File: src/rtl/core/aiq_pkg.sv
// Shared types and constants for the box intersection query block.
package aiq_pkg;

  typedef enum logic [1:0] {
    OP_BOX     = 2'd0,
    OP_POINT   = 2'd1,
    OP_SEGMENT = 2'd2,
    OP_NONE    = 2'd3
  } op_t;

  localparam logic [2:0] REG_CENTER_X = 3'd0;
  localparam logic [2:0] REG_CENTER_Y = 3'd1;
  localparam logic [2:0] REG_CENTER_Z = 3'd2;
  localparam logic [2:0] REG_HALF_X   = 3'd3;
  localparam logic [2:0] REG_HALF_Y   = 3'd4;
  localparam logic [2:0] REG_HALF_Z   = 3'd5;

  localparam int NAXIS = 3;
  localparam int NDIV  = 6;

  typedef struct packed {
    op_t              op;
    logic             ok_box;
    logic             ok_pt;
    logic [NAXIS-1:0] dz;
    logic [NAXIS-1:0] zin;
    logic [NDIV-1:0]  neg;
    logic [NDIV-1:0]  sat;
  } tag_t;

endpackage

File: src/rtl/core/aiq_slab_cell.sv
// One slab cell: clips the segment parameter interval against one axis.
module aiq_slab_cell #(
  parameter int CW   = 32,
  parameter int AXIS = 0
) (
  input  logic                              clk,
  input  logic                              rst_n,
  input  logic                              en,
  input  logic                              v_i,
  input  aiq_pkg::tag_t                     tag_i,
  input  logic [aiq_pkg::NDIV-1:0][CW-1:0]  t_i,
  input  logic signed [CW-1:0]              te_i,
  input  logic signed [CW-1:0]              tx_i,
  input  logic                              alive_i,
  output logic                              v_o,
  output aiq_pkg::tag_t                     tag_o,
  output logic [aiq_pkg::NDIV-1:0][CW-1:0]  t_o,
  output logic signed [CW-1:0]              te_o,
  output logic signed [CW-1:0]              tx_o,
  output logic                              alive_o
);
  import aiq_pkg::*;

  logic                     v_r, alive_r, alive_nxt;
  tag_t                     tag_r;
  logic [NDIV-1:0][CW-1:0]  t_r;
  logic signed [CW-1:0]     te_r, tx_r, te_nxt, tx_nxt;
  logic signed [CW-1:0]     t1, t2, tlo, thi;

  always_comb begin
    t1        = t_i[2*AXIS];
    t2        = t_i[2*AXIS+1];
    tlo       = (t1 > t2) ? t2 : t1;
    thi       = (t1 > t2) ? t1 : t2;
    te_nxt    = te_i;
    tx_nxt    = tx_i;
    alive_nxt = alive_i;
    if (tag_i.dz[AXIS]) begin
      alive_nxt = alive_i && tag_i.zin[AXIS];
    end else if ((te_i > thi) || (tlo > tx_i)) begin
      alive_nxt = 1'b0;
    end else begin
      if (tlo > te_i) te_nxt = tlo;
      if (thi < tx_i) tx_nxt = thi;
    end
  end

  always_ff @(posedge clk) begin
    if (!rst_n) begin
      v_r <= 1'b0;
    end else if (en) begin
      v_r <= v_i;
    end
  end

  always_ff @(posedge clk) begin
    if (en) begin
      tag_r   <= tag_i;
      t_r     <= t_i;
      te_r    <= te_nxt;
      tx_r    <= tx_nxt;
      alive_r <= alive_nxt;
    end
  end

  assign v_o     = v_r;
  assign tag_o   = tag_r;
  assign t_o     = t_r;
  assign te_o    = te_r;
  assign tx_o    = tx_r;
  assign alive_o = alive_r;

endmodule

File: config.mk
export PLATFORM = sky130hd
export DESIGN_NAME = aiq_slab_cell
export DESIGN_NICKNAME = d
export VERILOG_FILES = /design/src/rtl/core/aiq_pkg.sv /design/src/rtl/core/aiq_slab_cell.sv
export SDC_FILE = /design/constraint.sdc
export NUM_CORES = 1
export LEC_CHECK = 0
export BUFFER_PORTS_ARGS = -buffer_cell sky130_fd_sc_hd__buf_2
export CAP_MARGIN = 20
export CORE_AREA = 2 2 217 219
export DETAILED_ROUTE_END_ITERATION = 6
export DIE_AREA = 0 0 219 221
export PLACE_DENSITY = 0.54
export SLEW_MARGIN = 10
export SYNTH_ARGS = -nofsm -noshare
export SYNTH_HDL_FRONTEND = slang
export SYNTH_SLANG_ARGS = --single-unit
File: constraint.sdc
create_clock -name clk -period 9.4 [get_ports clk]
set_input_delay 1.88 -clock clk [delete_from_list [all_inputs] [get_ports clk]]
set_output_delay 1.88 -clock clk [all_outputs]
set_load 0.02 [all_outputs]
# [Yosys cells after proc, flatten, opt, wreduce, memory -nomap -nowiden]
# Index checks and enable logic that the tools add are counted.
# Widths: inputs -> output; s select.
[word_totals] reg_bits=280 latchBits=0 mem_bits_rw=0 romBits=0 out_inout_bits=280 word_cells=34 memories=0
[op_classes] n_addsub=0 mul=0 n_div=0 magnitude_cmp=5 eq_ne=0 n_shift=0 n_mux=10 n_bitwise=0 reduce_logical=2
[op_table] operator="$mux 32" n=8
[op_table] operator="$gt 32x32->1" n=4
[op_table] operator="$lt 32x32->1" n=1
[op_table] operator="$mux 1" n=2
[op_table] operator="$logic_and 1x1->1" n=1
[op_table] operator="$logic_or 1x1->1" n=1

# [Depth between registers and ports, before layout]
[logic_depth] ltp_word=6 mapped_depth=28 ltp_nobuf=23

# [Worst setup path after synthesis]
# No wires, ideal clock.
[synth_timing] kind="input to register" from="input t_i[63] (netlist bit)" to="register te_r[10], in the netlist te_o[10] (data pin)" setup_time_ps=260 arrival_time_ps=7609 t_required_ps=9140 path_slack_ps=1530 stages=24 path_buffers=4 cell_sequence="inv_1 ha_1 nand4_2 nor3_1 a221oi_1 nand3_1 o31ai_1 clkbuf_1 buf_1 mux2_2 ha_1 a211oi_1 o21bai_1 a21o_1 a21oi_1 o221ai_1 or3_1 o311ai_0 o21ai_0 or4_1 buf_2 nor4b_4 buf_6 mux2_4"
[synth_between] elab_chain_len=6
[synth_rtl] element="start, declared" line="aiq_slab_cell.sv:11" rtl="input logic [aiq_pkg::NDIV-1:0][CW-1:0] t_i,"
[synth_rtl] element="$gt 32x32->1" line="aiq_slab_cell.sv:33, aiq_slab_cell.sv:34"
[synth_rtl] element="$mux 32 (on tied branches)" line="aiq_slab_cell.sv:33, aiq_slab_cell.sv:34"
[synth_rtl] element="$gt 32x32->1 (on tied branches)" line="aiq_slab_cell.sv:43, aiq_slab_cell.sv:40"
[synth_rtl] element="$mux 32 or $logic_or 1x1->1 (tied branches)" line="aiq_slab_cell.sv:43, aiq_slab_cell.sv:40"
[synth_rtl] element="$mux 32 *" line="aiq_slab_cell.sv:40" rtl="end else if ((te_i > thi) || (tlo > tx_i)) begin"
[synth_rtl] element="$mux 32 *" line="aiq_slab_cell.sv:38" rtl="if (tag_i.dz[AXIS]) begin"
[synth_rtl] element="net te_nxt[10]" line="aiq_slab_cell.sv:27" rtl="logic signed [CW-1:0] te_r, tx_r, te_nxt, tx_nxt;"
[synth_rtl] element="end signal, assigned" line="aiq_slab_cell.sv:60" rtl="te_r <= te_nxt;"
[synth_rtl] element="end, declared" line="aiq_slab_cell.sv:27"
# The timed path passes the listed nets; every way through them passes the cells marked *.
# A chain may end at the register's enable or synchronous reset.

# [Worst setup path in the final report]
[layout_timing] from="input t_i[51] (netlist bit)" to="register tx_r[1], in the netlist tx_o[1] (data pin)"
[layout_between] elab_chain_len=6
[layout_rtl] element="$gt 32x32->1" line="aiq_slab_cell.sv:33, aiq_slab_cell.sv:34"
[layout_rtl] element="$mux 32 (on tied branches)" line="aiq_slab_cell.sv:34, aiq_slab_cell.sv:33"
[layout_rtl] element="$lt 32x32->1 or $gt 32x32->1 (tied branches)" line="aiq_slab_cell.sv:44, aiq_slab_cell.sv:40"
[layout_rtl] element="$mux 32 or $logic_or 1x1->1 (tied branches)" line="aiq_slab_cell.sv:44, aiq_slab_cell.sv:40"
[layout_rtl] element="$mux 32 *" line="aiq_slab_cell.sv:40"
[layout_rtl] element="$mux 32 *" line="aiq_slab_cell.sv:38"
[layout_rtl] element="net tx_nxt[1]" line="aiq_slab_cell.sv:27"
[layout_rtl] element="end signal, assigned" line="aiq_slab_cell.sv:61" rtl="tx_r <= tx_nxt;"
[layout_rtl] element="end, declared" line="aiq_slab_cell.sv:27"
# Marked as above.

==> out/qor.txt <==
Ys Warns: 0
Mean Syn Cell Area: 13.3 µm²
Worst path slowest cell: or4_1
largest net degree at the start of global routing: 179
Post-synth ARST share: 0%
TritonCTS clock tree: built
Hold Fails Final Rpt: 0
Tot GR Track Use: 19.8%
Final ANT Viol Nets: 0
starting DRC count in detailed routing: 612
Core Area: 46100 µm²
combinational share of power: 23.7%
leading area contributor after synthesis: edfxtp_1
post-synthesis cell count: 1054
RSZ-0062 raised after global routing: no
Critical Path Max Stage Delay: 0.63 ns
Sw Share: 29.8%
hold_ws: 0.525 ns
H-Tree Level Count: 1
sequential share of power: 41.9%
CP Data Required Time: 9.71 ns
top_reg_cell synth: edfxtp_1
CP most frequent cell: o21ai_0
static leakage: 8.52 nW
CTS resizes: 0
CTS root buf: clkbuf_16
DP HPWL: 40100 µm
Pre-Repair DR Iteration Count: 4
layout cells sized above 1: 41.4%
clk slew on worst S/H paths: 0.07 ns
# port buffers: 562
status: completed
synth top area cells: edfxtp_1 (60%), ha_1 (14%), inv_1 (3.5%)
largest fanout on the critical path: 72
Tot Pwr: 3.64 mW
via count: 10.8k
pwr dens: 195 nW/µm²
post-synth cell types: 50
total of max-cap violations: 0
#FFs+latches synth: 280
fin crit share: 86.5%
Worst setup SP type: input port
fmax: 123 MHz
critical path type: input port to register
Chip Height: 221 µm
# Post-CTS Setup Buffers: 0
Pint: 2.56 mW
relative slew slack: 23.4%
EDFF count, synth: 279
clk sinks: 280
Final TNS setup: 0 ns
clock skew: 0 ns
post-synthesis sequential area ratio: 59.8%
Setup violations, final: 0
I/O pin cnt: 563
clock power share: 34.4%
sw power: 1.09 mW
Die X: 219 µm
gpl congestion: 0.860
clock tree buffer depth: 3
TritonCTS Buffers: 31
VDD IR max: 0.171 mV
Routed WL: 49900 µm
total grt overflow: 0
synthesized cell area: 14000 µm²
clk_lat worst skew: 0.56 ns
post-synth top area share: 59.6%
crit path capture type: register
Hold/Removal Path Class: register to register
site row count: 79
wire length of the first global-routing pass: 71200 µm
Mapped Nets: 1494
fin. max-slew vios: 0
initial antenna violation count: 8
vias in the first global route: 11.0k
nets: 2079
synth-to-layout area growth: 33.1%
wire per inst: 22.0 µm
Worst EP arrival: 8.44 ns
via/cell ratio: 4.75
Tmin final: 8.13 ns
hold buffer count at cts: 0
drt drc: 0
Die Area: 48400 µm²
Initial Util: 30.5%
Slew @ Worst Pin: 1.15 ns
## power groups by stage
stage               sequential (mW)  combinational [mW]  clock (mW)
floorplan                      1.70               0.362           0
global placement               1.55               0.862           0
detailed placement             1.55               0.868           0
CTS                            1.53               0.873        1.29
global route                   1.54               0.947        1.33
finish                         1.53               0.865        1.25
## worst max-delay path, delay by kind of cell
family | cells | cell delay, ns
buf+inv | 6 | 0.97
compound gates | 11 | 2.74
simple gates | 7 | 2.23
fa+ha+maj | 2 | 0.61
## cells in the final DEF (no fill, tap or decap), drive strengths merged, types with 27 or more instances in the layout
master | Yosys | layout
buf | 10 | 576
edfxtp | 279 | 279
ha | 157 | 157
inv | 130 | 131
a21oi | 79 | 79
mux2 | 62 | 62
nand2 | 60 | 60
o21ai | 58 | 58
nor3 | 40 | 40
clkbuf | 14 | 38
nand4 | 32 | 32
a21o | 27 | 27
## flip-flops by register name (all words and copies together) (netlist names)
signal and cells:
v_o 1, te_o 32, t_o 192, alive_o 1, tag_o 22, tx_o 32
## Yosys cell counts (4+ instances only)
library cell	number
nand4_1	31
nand2_1	60
o21ai_0	57
buf_1	6
nand3_1	10
mux2_2	33
o211ai_1	7
a211oi_1	5
a221oi_1	4
a2111oi_0	5
nor2b_1	8
mux2i_1	7
mux2_4	29
edfxtp_1	279
a21oi_1	79
inv_1	130
ha_1	157
clkbuf_1	14
a21o_1	27
nor2_1	16
nor3_1	39
nand2b_1	6
## cell families after synthesis
logic type	share of synthesized area [%]
AOI/OAI and AO/OA	8.48
xor gates and xnor gates	0.0624
adders and majority gates	14.0
DFF	59.8
muxes	6.24
buffers and inverters	4.28
and+or+nand+nor	7.17
## metal layers
| metal | track usage [%] | share of wire, % | vias to the layer above |
|---|---|---|---|
| met5 | 0 | 0.054 | - |
| met4 | 7.08 | 3.2 | 4 |
| met3 | 4.07 | 6.2 | 89 |
| met2 | 35.7 | 51 | 371 |
| met1 | 23.1 | 40 | 5203 |
| li1 | - | - | 5141 |
## cell type report
class / instances / area [µm²]
antenna: 4 / 10.0
tap: 607 / 759
clock inverter: 18 / 219
fill: 4510 / 27400
inverter: 130 / 488
multi-input combinational: 620 / 5060
timing repair buffer: 576 / 2950
sequential: 280 / 8400
clock buffer: 38 / 802
## final timing paths
kind | startpoint | end | slack, ns | cells after the start
worst max-delay path | t_i[51] | tx_o[1] | 1.27 | 26
worst min-delay path | v_o | v_o | 0.52 | 2
worst max register to register | v_o | v_o | 8.80 | 2
worst min register to register | v_o | v_o | 0.52 | 2
## per-stage QoR
| step | setup WS [ns] | cells | utilization, % | instance area (µm²) |
|---|---|---|---|---|
| finish | 1.27 | 2273 | 40.6 | 18700 |
| floorplan | 1.53 | 1054 | - | 14000 |
| global placement | 0.667 | 2213 | 38.3 | 17700 |
| CTS | 1.20 | 2269 | 40.6 | 18700 |
| detailed placement | 0.611 | 2213 | 38.3 | 17700 |
| global route | 0.868 | 2272 | 40.6 | 18700 |
Power figures use the tool's default switching activity.
