$ cat config.mk
export PLATFORM = sky130hd
export DESIGN_NAME = aiq_div_cell
export DESIGN_NICKNAME = d
export VERILOG_FILES = /design/src/rtl/core/aiq_pkg.sv /design/src/rtl/core/aiq_div_cell.sv
export SDC_FILE = /design/constraint.sdc
export NUM_CORES = 2
export LEC_CHECK = 0
export ABC_AREA = 1
export ABC_CLOCK_PERIOD_IN_PS = 2700
export BUFFER_PORTS_ARGS = -buffer_cell sky130_fd_sc_hd__clkbuf_2
export CORE_AREA = 2 2 744 746
export CTS_CLUSTER_SIZE = 40
export DETAILED_ROUTE_END_ITERATION = 7
export DIE_AREA = 0 0 746 748
export PLACE_DENSITY = 0.33
export REMOVE_ABC_BUFFERS = 1
export SETUP_SLACK_MARGIN = 0.02
export SLEW_MARGIN = 15
export SYNTH_ARGS = -nofsm -noshare
export SYNTH_HDL_FRONTEND = slang
export SYNTH_SLANG_ARGS = --single-unit
$ cat constraint.sdc
create_clock -name clk -period 2.7 [get_ports clk]
set_clock_uncertainty 0.15 [all_clocks]
set_input_delay 0.135 -clock clk [delete_from_list [all_inputs] [get_ports clk]]
set_output_delay 0.135 -clock clk [all_outputs]
set_load 0.01 [all_outputs]
$ cat src/rtl/core/aiq_pkg.sv
// Shared types and constants for the box intersection query block.
package aiq_pkg;

  typedef enum logic [1:0] {
    OP_BOX     = 2'd0,
    OP_POINT   = 2'd1,
    OP_SEGMENT = 2'd2,
    OP_NONE    = 2'd3
  } op_t;

  localparam logic [2:0] REG_CENTER_X = 3'd0;
  localparam logic [2:0] REG_CENTER_Y = 3'd1;
  localparam logic [2:0] REG_CENTER_Z = 3'd2;
  localparam logic [2:0] REG_HALF_X   = 3'd3;
  localparam logic [2:0] REG_HALF_Y   = 3'd4;
  localparam logic [2:0] REG_HALF_Z   = 3'd5;

  localparam int NAXIS = 3;
  localparam int NDIV  = 6;

  typedef struct packed {
    op_t              op;
    logic             ok_box;
    logic             ok_pt;
    logic [NAXIS-1:0] dz;
    logic [NAXIS-1:0] zin;
    logic [NDIV-1:0]  neg;
    logic [NDIV-1:0]  sat;
  } tag_t;

endpackage

$ cat src/rtl/core/aiq_div_cell.sv
// One restoring-division cell: resolves one quotient bit for all six slab dividers.
module aiq_div_cell #(
  parameter int XW  = 63,
  parameter int QW  = 31,
  parameter int BIT = 0
) (
  input  logic                                clk,
  input  logic                                rst_n,
  input  logic                                en,
  input  logic                                v_i,
  input  aiq_pkg::tag_t                       tag_i,
  input  logic [aiq_pkg::NDIV-1:0][XW-1:0]    rem_i,
  input  logic [aiq_pkg::NDIV-1:0][XW-1:0]    den_i,
  input  logic [aiq_pkg::NDIV-1:0][QW-1:0]    q_i,
  output logic                                v_o,
  output aiq_pkg::tag_t                       tag_o,
  output logic [aiq_pkg::NDIV-1:0][XW-1:0]    rem_o,
  output logic [aiq_pkg::NDIV-1:0][XW-1:0]    den_o,
  output logic [aiq_pkg::NDIV-1:0][QW-1:0]    q_o
);
  import aiq_pkg::*;

  logic                     v_r;
  tag_t                     tag_r;
  logic [NDIV-1:0][XW-1:0]  rem_r, rem_nxt, den_r, dsh;
  logic [NDIV-1:0][QW-1:0]  q_r, q_nxt;

  always_comb begin
    for (int k = 0; k < NDIV; k++) begin
      dsh[k]     = den_i[k] << BIT;
      rem_nxt[k] = rem_i[k];
      q_nxt[k]   = q_i[k];
      if (rem_i[k] >= dsh[k]) begin
        rem_nxt[k]    = rem_i[k] - dsh[k];
        q_nxt[k][BIT] = 1'b1;
      end
    end
  end

  always_ff @(posedge clk) begin
    if (!rst_n) begin
      v_r <= 1'b0;
    end else if (en) begin
      v_r <= v_i;
    end
  end

  always_ff @(posedge clk) begin
    if (en) begin
      tag_r <= tag_i;
      rem_r <= rem_nxt;
      den_r <= den_i;
      q_r   <= q_nxt;
    end
  end

  assign v_o   = v_r;
  assign tag_o = tag_r;
  assign rem_o = rem_r;
  assign den_o = den_r;
  assign q_o   = q_r;

endmodule

### After elaboration in Yosys (flattened, before gate mapping)

Cells that the tools add are included.

* bits of input ports: 968
* flip-flop bits (word level): 965
* logic and storage cells: 50
* output and inout bits: 965

* $lt $le $gt $ge: 6
* add/subtract/negate cells: 6
* mux-type cells: 6

Operators by type and width (count)
* 63-bit greater-or-equal comparator: 6
* 63-bit 2-to-1 mux: 6
* 63-bit subtractor: 6

### Longest topological paths before layout

* word-level depth: 2
* gate-level depth with buffers: 19
* mapped depth without buffers: 17

### Worst setup path before layout

OpenSTA, ideal clock, no wires.

* kind: in2reg
* start point: input den_i[317] in the netlist's numbering
* end point: register rem_r, in the netlist rem_o[365], data pin
* slack: 0.596 ns
* library setup time: 0.253 ns
* buffers on the path: 3
* cell stages on the path: 19
* required time: 2.297 ns
* arrival time: 1.701 ns
* path through: inv_1 -> ha_1 -> buf_4 -> nand2_1 -> nand2_1 -> inv_1 -> nand2_1 -> nand2_1 -> nand2_2 -> nand2_1 -> nand2_1 -> nand2_1 -> nand2_1 -> nand2_1 -> nand3_2 -> buf_6 -> buf_6 -> nand3_1 -> nand2_1

RTL lines
* from (decl): line aiq_div_cell.sv:13 `input logic [aiq_pkg::NDIV-1:0][XW-1:0] den_i,`
* to (signal assigned): line aiq_div_cell.sv:51 `rem_r <= rem_nxt;`
* to (decl): line aiq_div_cell.sv:25 `logic [NDIV-1:0][XW-1:0] rem_r, rem_nxt, den_r, dsh;`

==> flow_metrics.py <==
metrics = {
    "timing": {
        "headroom_to_the_max_slew_limit_pct": 26.9,
        "setup_ws_ps": -4.46,
        "drv_slew": 0,
        "fmaxAchievable_mhz": 370,
        "time_the_final_worst_path_needs_with_i_o_delays_and_setup_ps": 2700,
        "timing.hold.ws_ps": -650,
        "rsz_0062_raised_after_global_routing": "false",
        "setup_viol": 1,
        "fin_crit_sh_pct": 100,
        "hold_viol": 33,
        "worst_pin_slew_ps": 1100,
    },
    "clock_network": {
        "cts_buffers": 139,
        "clk_path_buf_depth": 4,
        "tritoncts_clock_tree": "built",
        "numClockSinks": 965,
        "clk_root_buffer_cell": "sky130_fd_sc_hd__clkbuf_16",
        "clock_latency_ps": 790,
        "cts_htree_levels": 4,
        "cts.reportedPaths.clkPinSlew_ps": 50,
    },
    "worst_hold_path": {
        "number_of_cells_traversed_by_the_worst_hold_path": 1,
        "hold_critical_path_endpoint": "den_o[323]$_DFFE_PP_",
        "hold_path_startpoint": "den_i[323]",
        "worstHoldPathType": "in2reg",
    },
    "route": {
        "avgRoutedWirePerCell_um": 20.8,
        "finalWirelength_um": 487000,
        "detailroute.via_count": 85200,
        "ant_nets": 0,
        "post-route-drc-count": 0,
        "routed_via_density": 3.64,
        "detailed_routing_iterations_pass_1": 5,
        "detail_route.iter0.violations": 5215,
    },
    "setup_path": {
        "endpoint_kind": "register",
        "flop2flop_setup_slack_ps": 1320,
        "worst_ep_arrival_time_ps": 3130,
        "critical_path.reg2reg.startpoint": "v_o$_SDFFE_PN0P_",
        "rr_endpoint": "v_o$_SDFFE_PN0P_",
        "crit_fanout": 3,
        "cpPeakStageDelay_ps": 540,
        "worstSetupPathType": "in2reg",
        "depth_of_the_worst_register_to_register_path": 3,
        "worst_ep_required_time_ps": 3120,
        "crit_slowest_cell": "sky130_fd_sc_hd__dlygate4sd3_1",
        "most_frequent_cell_on_critical_path": "sky130_fd_sc_hd__nand2_1",
        "startpoint_type": "input port",
        "crit_chain": "clkbuf_2, ha_4, dlygate4sd3_1, buf_4, nand2_1, buf_4, nor2_1, nand2_1, nor2_1, and3_1, nand2_1, nand2_1, nand2_1, nand3_1, nand2_1",
    },
    "power_and_ir_drop": {
        "leakagePower_nw": 67.3,
        "max-vdd-ir-drop_v": 0.000453,
        "powerDensity_nw_per_um2": 476,
        "total_power_mw": 60.2,
    },
    "placement": {
        "globalplace.congestion": 0.929,
        "numPortBuffers": 1932,
        "dp_hpwl_um": 421000,
        "pre_cts_ws_ps": -813,
        "placed_cells": 21500,
    },
    "synthesis": {
        "synth.lib_cells_used.distinct": 36,
        "mappedNetlistArea_sq_um": 71600,
        "ys_ff_latch": 965,
        "sequential_element_share_of_the_synthesized_area_pct": 40.4,
        "synthesis.area_per_instance_sq_um": 6.86,
        "synthesis.yosys.warnings": 0,
        "syn-instance-count": 10400,
    },
    "grt": {
        "antenna_found_initial": 91,
        "global_route_wire_length_before_repair_um": 662000,
        "grt_usage_pct": 16.7,
        "globalRouteOverflowTotal": 0,
        "grt_start_max_net_pins": 73,
        "grt_pass1_vias": 86300,
    },
    "floorplan": {
        "initial_standard_cell_utilization_of_the_core_pct": 13.0,
        "io-pin-count": 1933,
        "die_area_sq_um": 558000,
        "floorplan.die.height_um": 748,
        "width_of_the_die_um": 746,
        "core_sq_um": 551000,
        "fp-row-count": 273,
    },
    "cells_and_area": {
        "stdcell_count": 23400,
        "drive_above_1_share_pct": 26.7,
        "final_util_pct": 23.0,
        "syn2layout_area_growth_pct": 76.6,
        "fin_nets": 17300,
    },
    "run_status": {
        "violations": "hold timing, setup timing",
        "outcome": "complete, but fails checks",
    },
    "flow_run": {
        "cap_violations": 0,
    },
}
-- through the flow --
| step | cell area [sq um] | TNS (ps) |
|---|---|---|
| floorplan | 70800 | -153980 |
| global placement | 105000 | -145510 |
| detailed placement | 105000 | -140090 |
| CTS | 126000 | 0 |
| global route | 126000 | 0 |
| finish | 127000 | -4.46 |
-- worst max-delay path: cells and delay by family --
kind / cells / cell delay (ps)
simple gates: 10 / 1660
fa+ha+maj: 1 / 310
buf+inv: 4 / 1000
-- layout make-up --
type                            instances  area (sq um)
Tap cell                             7287          9120
Fill cell                           62500        424000
Sequential cell                       965         29000
Clock inverter                         75           893
Inverter                             2481          9310
Antenna cell                           46           115
Multi-Input combinational cell       6884         33000
Clock buffer                          174          3680
Timing Repair Buffer                 5478         41400
-- registers in the layout, summed over array words and instances (netlist names) --
register,count
den_o,378
rem_o,378
q_o,186
tag_o,22
v_o,1
-- how the worst max path moves through the flow --
stage / startpoint / to / slack [ps] / cells after the start
2_1_floorplan: den_i[120] / rem_o[103]$_DFFE_PP_ / -990 / 11
3_3_place_gp: den_i[372] / rem_o[344]$_DFFE_PP_ / -820 / 14
3_5_place_dp: den_i[372] / rem_o[344]$_DFFE_PP_ / -810 / 14
4_1_cts: den_i[98] / rem_o[103]$_DFFE_PP_ / 20 / 17
5_1_grt: den_i[182] / rem_o[137]$_DFFE_PP_ / 20 / 16
6_report: rem_i[345] / rem_o[372]$_DFFE_PP_ / -4 / 15
-- report_power, final --
part,internal [mW],switching [mW]
Combinational,9.07,12.5
Sequential,18.5,0.894
Clock,11.2,8.05
-- cell usage in the layout, fill, tap and decap left out, types with 15 or more instances in the layout --
cell	netlist	routed
sky130_fd_sc_hd__and2_1	25	25
sky130_fd_sc_hd__nand2_1	4195	4176
sky130_fd_sc_hd__clkinv_2	0	15
sky130_fd_sc_hd__o21ai_0	48	44
sky130_fd_sc_hd__clkbuf_2	0	1922
sky130_fd_sc_hd__buf_12	0	86
sky130_fd_sc_hd__clkinv_1	1	18
sky130_fd_sc_hd__o21ai_1	43	43
sky130_fd_sc_hd__dlygate4sd3_1	0	1591
sky130_fd_sc_hd__a21oi_1	241	229
sky130_fd_sc_hd__edfxtp_1	964	964
sky130_fd_sc_hd__ha_1	384	363
sky130_fd_sc_hd__diode_2	0	46
sky130_fd_sc_hd__bufinv_16	0	15
sky130_fd_sc_hd__nand4_1	100	100
sky130_fd_sc_hd__nor4_1	29	26
sky130_fd_sc_hd__clkbuf_16	0	144
sky130_fd_sc_hd__nand3_1	773	771
sky130_fd_sc_hd__clkbuf_1	10	31
sky130_fd_sc_hd__nor2_1	671	637
sky130_fd_sc_hd__inv_1	2468	2468
sky130_fd_sc_hd__nand2_2	21	38
sky130_fd_sc_hd__nor2_2	28	57
sky130_fd_sc_hd__xor2_1	186	185
sky130_fd_sc_hd__nand3_2	26	23
sky130_fd_sc_hd__ha_2	0	15
sky130_fd_sc_hd__buf_4	6	1862
sky130_fd_sc_hd__nor3_1	64	59
-- per-layer routing --
layer  routed length [um]  part of all wire [%]  track usage [%]
met1               205000                    42             20.2
met2               245000                    50             30.8
met3                21300                   4.4             2.31
met4                14700                   3.0             4.24
met5                  276                 0.057                0
-- timing repair --
action,in CTS,in global routing
setup endpoints to repair,0,304
hold buffers,1570,24
hold endpoints to repair,1415,50
setup buffers,0,7
resized for setup,0,130
-- synth_stat cells, drive strengths merged --
master  instances  area (sq um)
nor4           29           181
o21ai          91           455
clkinv          1          3.75
buf           103           811
or2             9          56.3
nand3         799          4130
and2           26           163
edfxtp        964         28900
clkbuf         10          37.5
o21bai          5          37.5
nand2        4216         15900
nand4         100           626
nor3           65           330
xor2          186          1630
dfxtp           1          20.0
a21oi         242          1210
fa              6           120
and3           11          68.8
ha            384          4800
nor2          701          2720
nand3b         12          90.1
inv          2480          9310
a21o            1          7.51
-- cell families (layout without fill, tap and decap cells) --
logic type,Yosys count,in the layout,share of synthesized area (%)
XOR/XNOR,186,186,2.27
AND/OR/NAND/NOR,5968,5968,33.8
buffers and inverters,2594,8208,14.2
adder cells (fa/ha/maj),390,390,6.87
AO/OA/AOI/OAI,339,340,2.39
flip-flops,965,965,40.4
other,0,46,0
(Power assumes the default switching activity.)
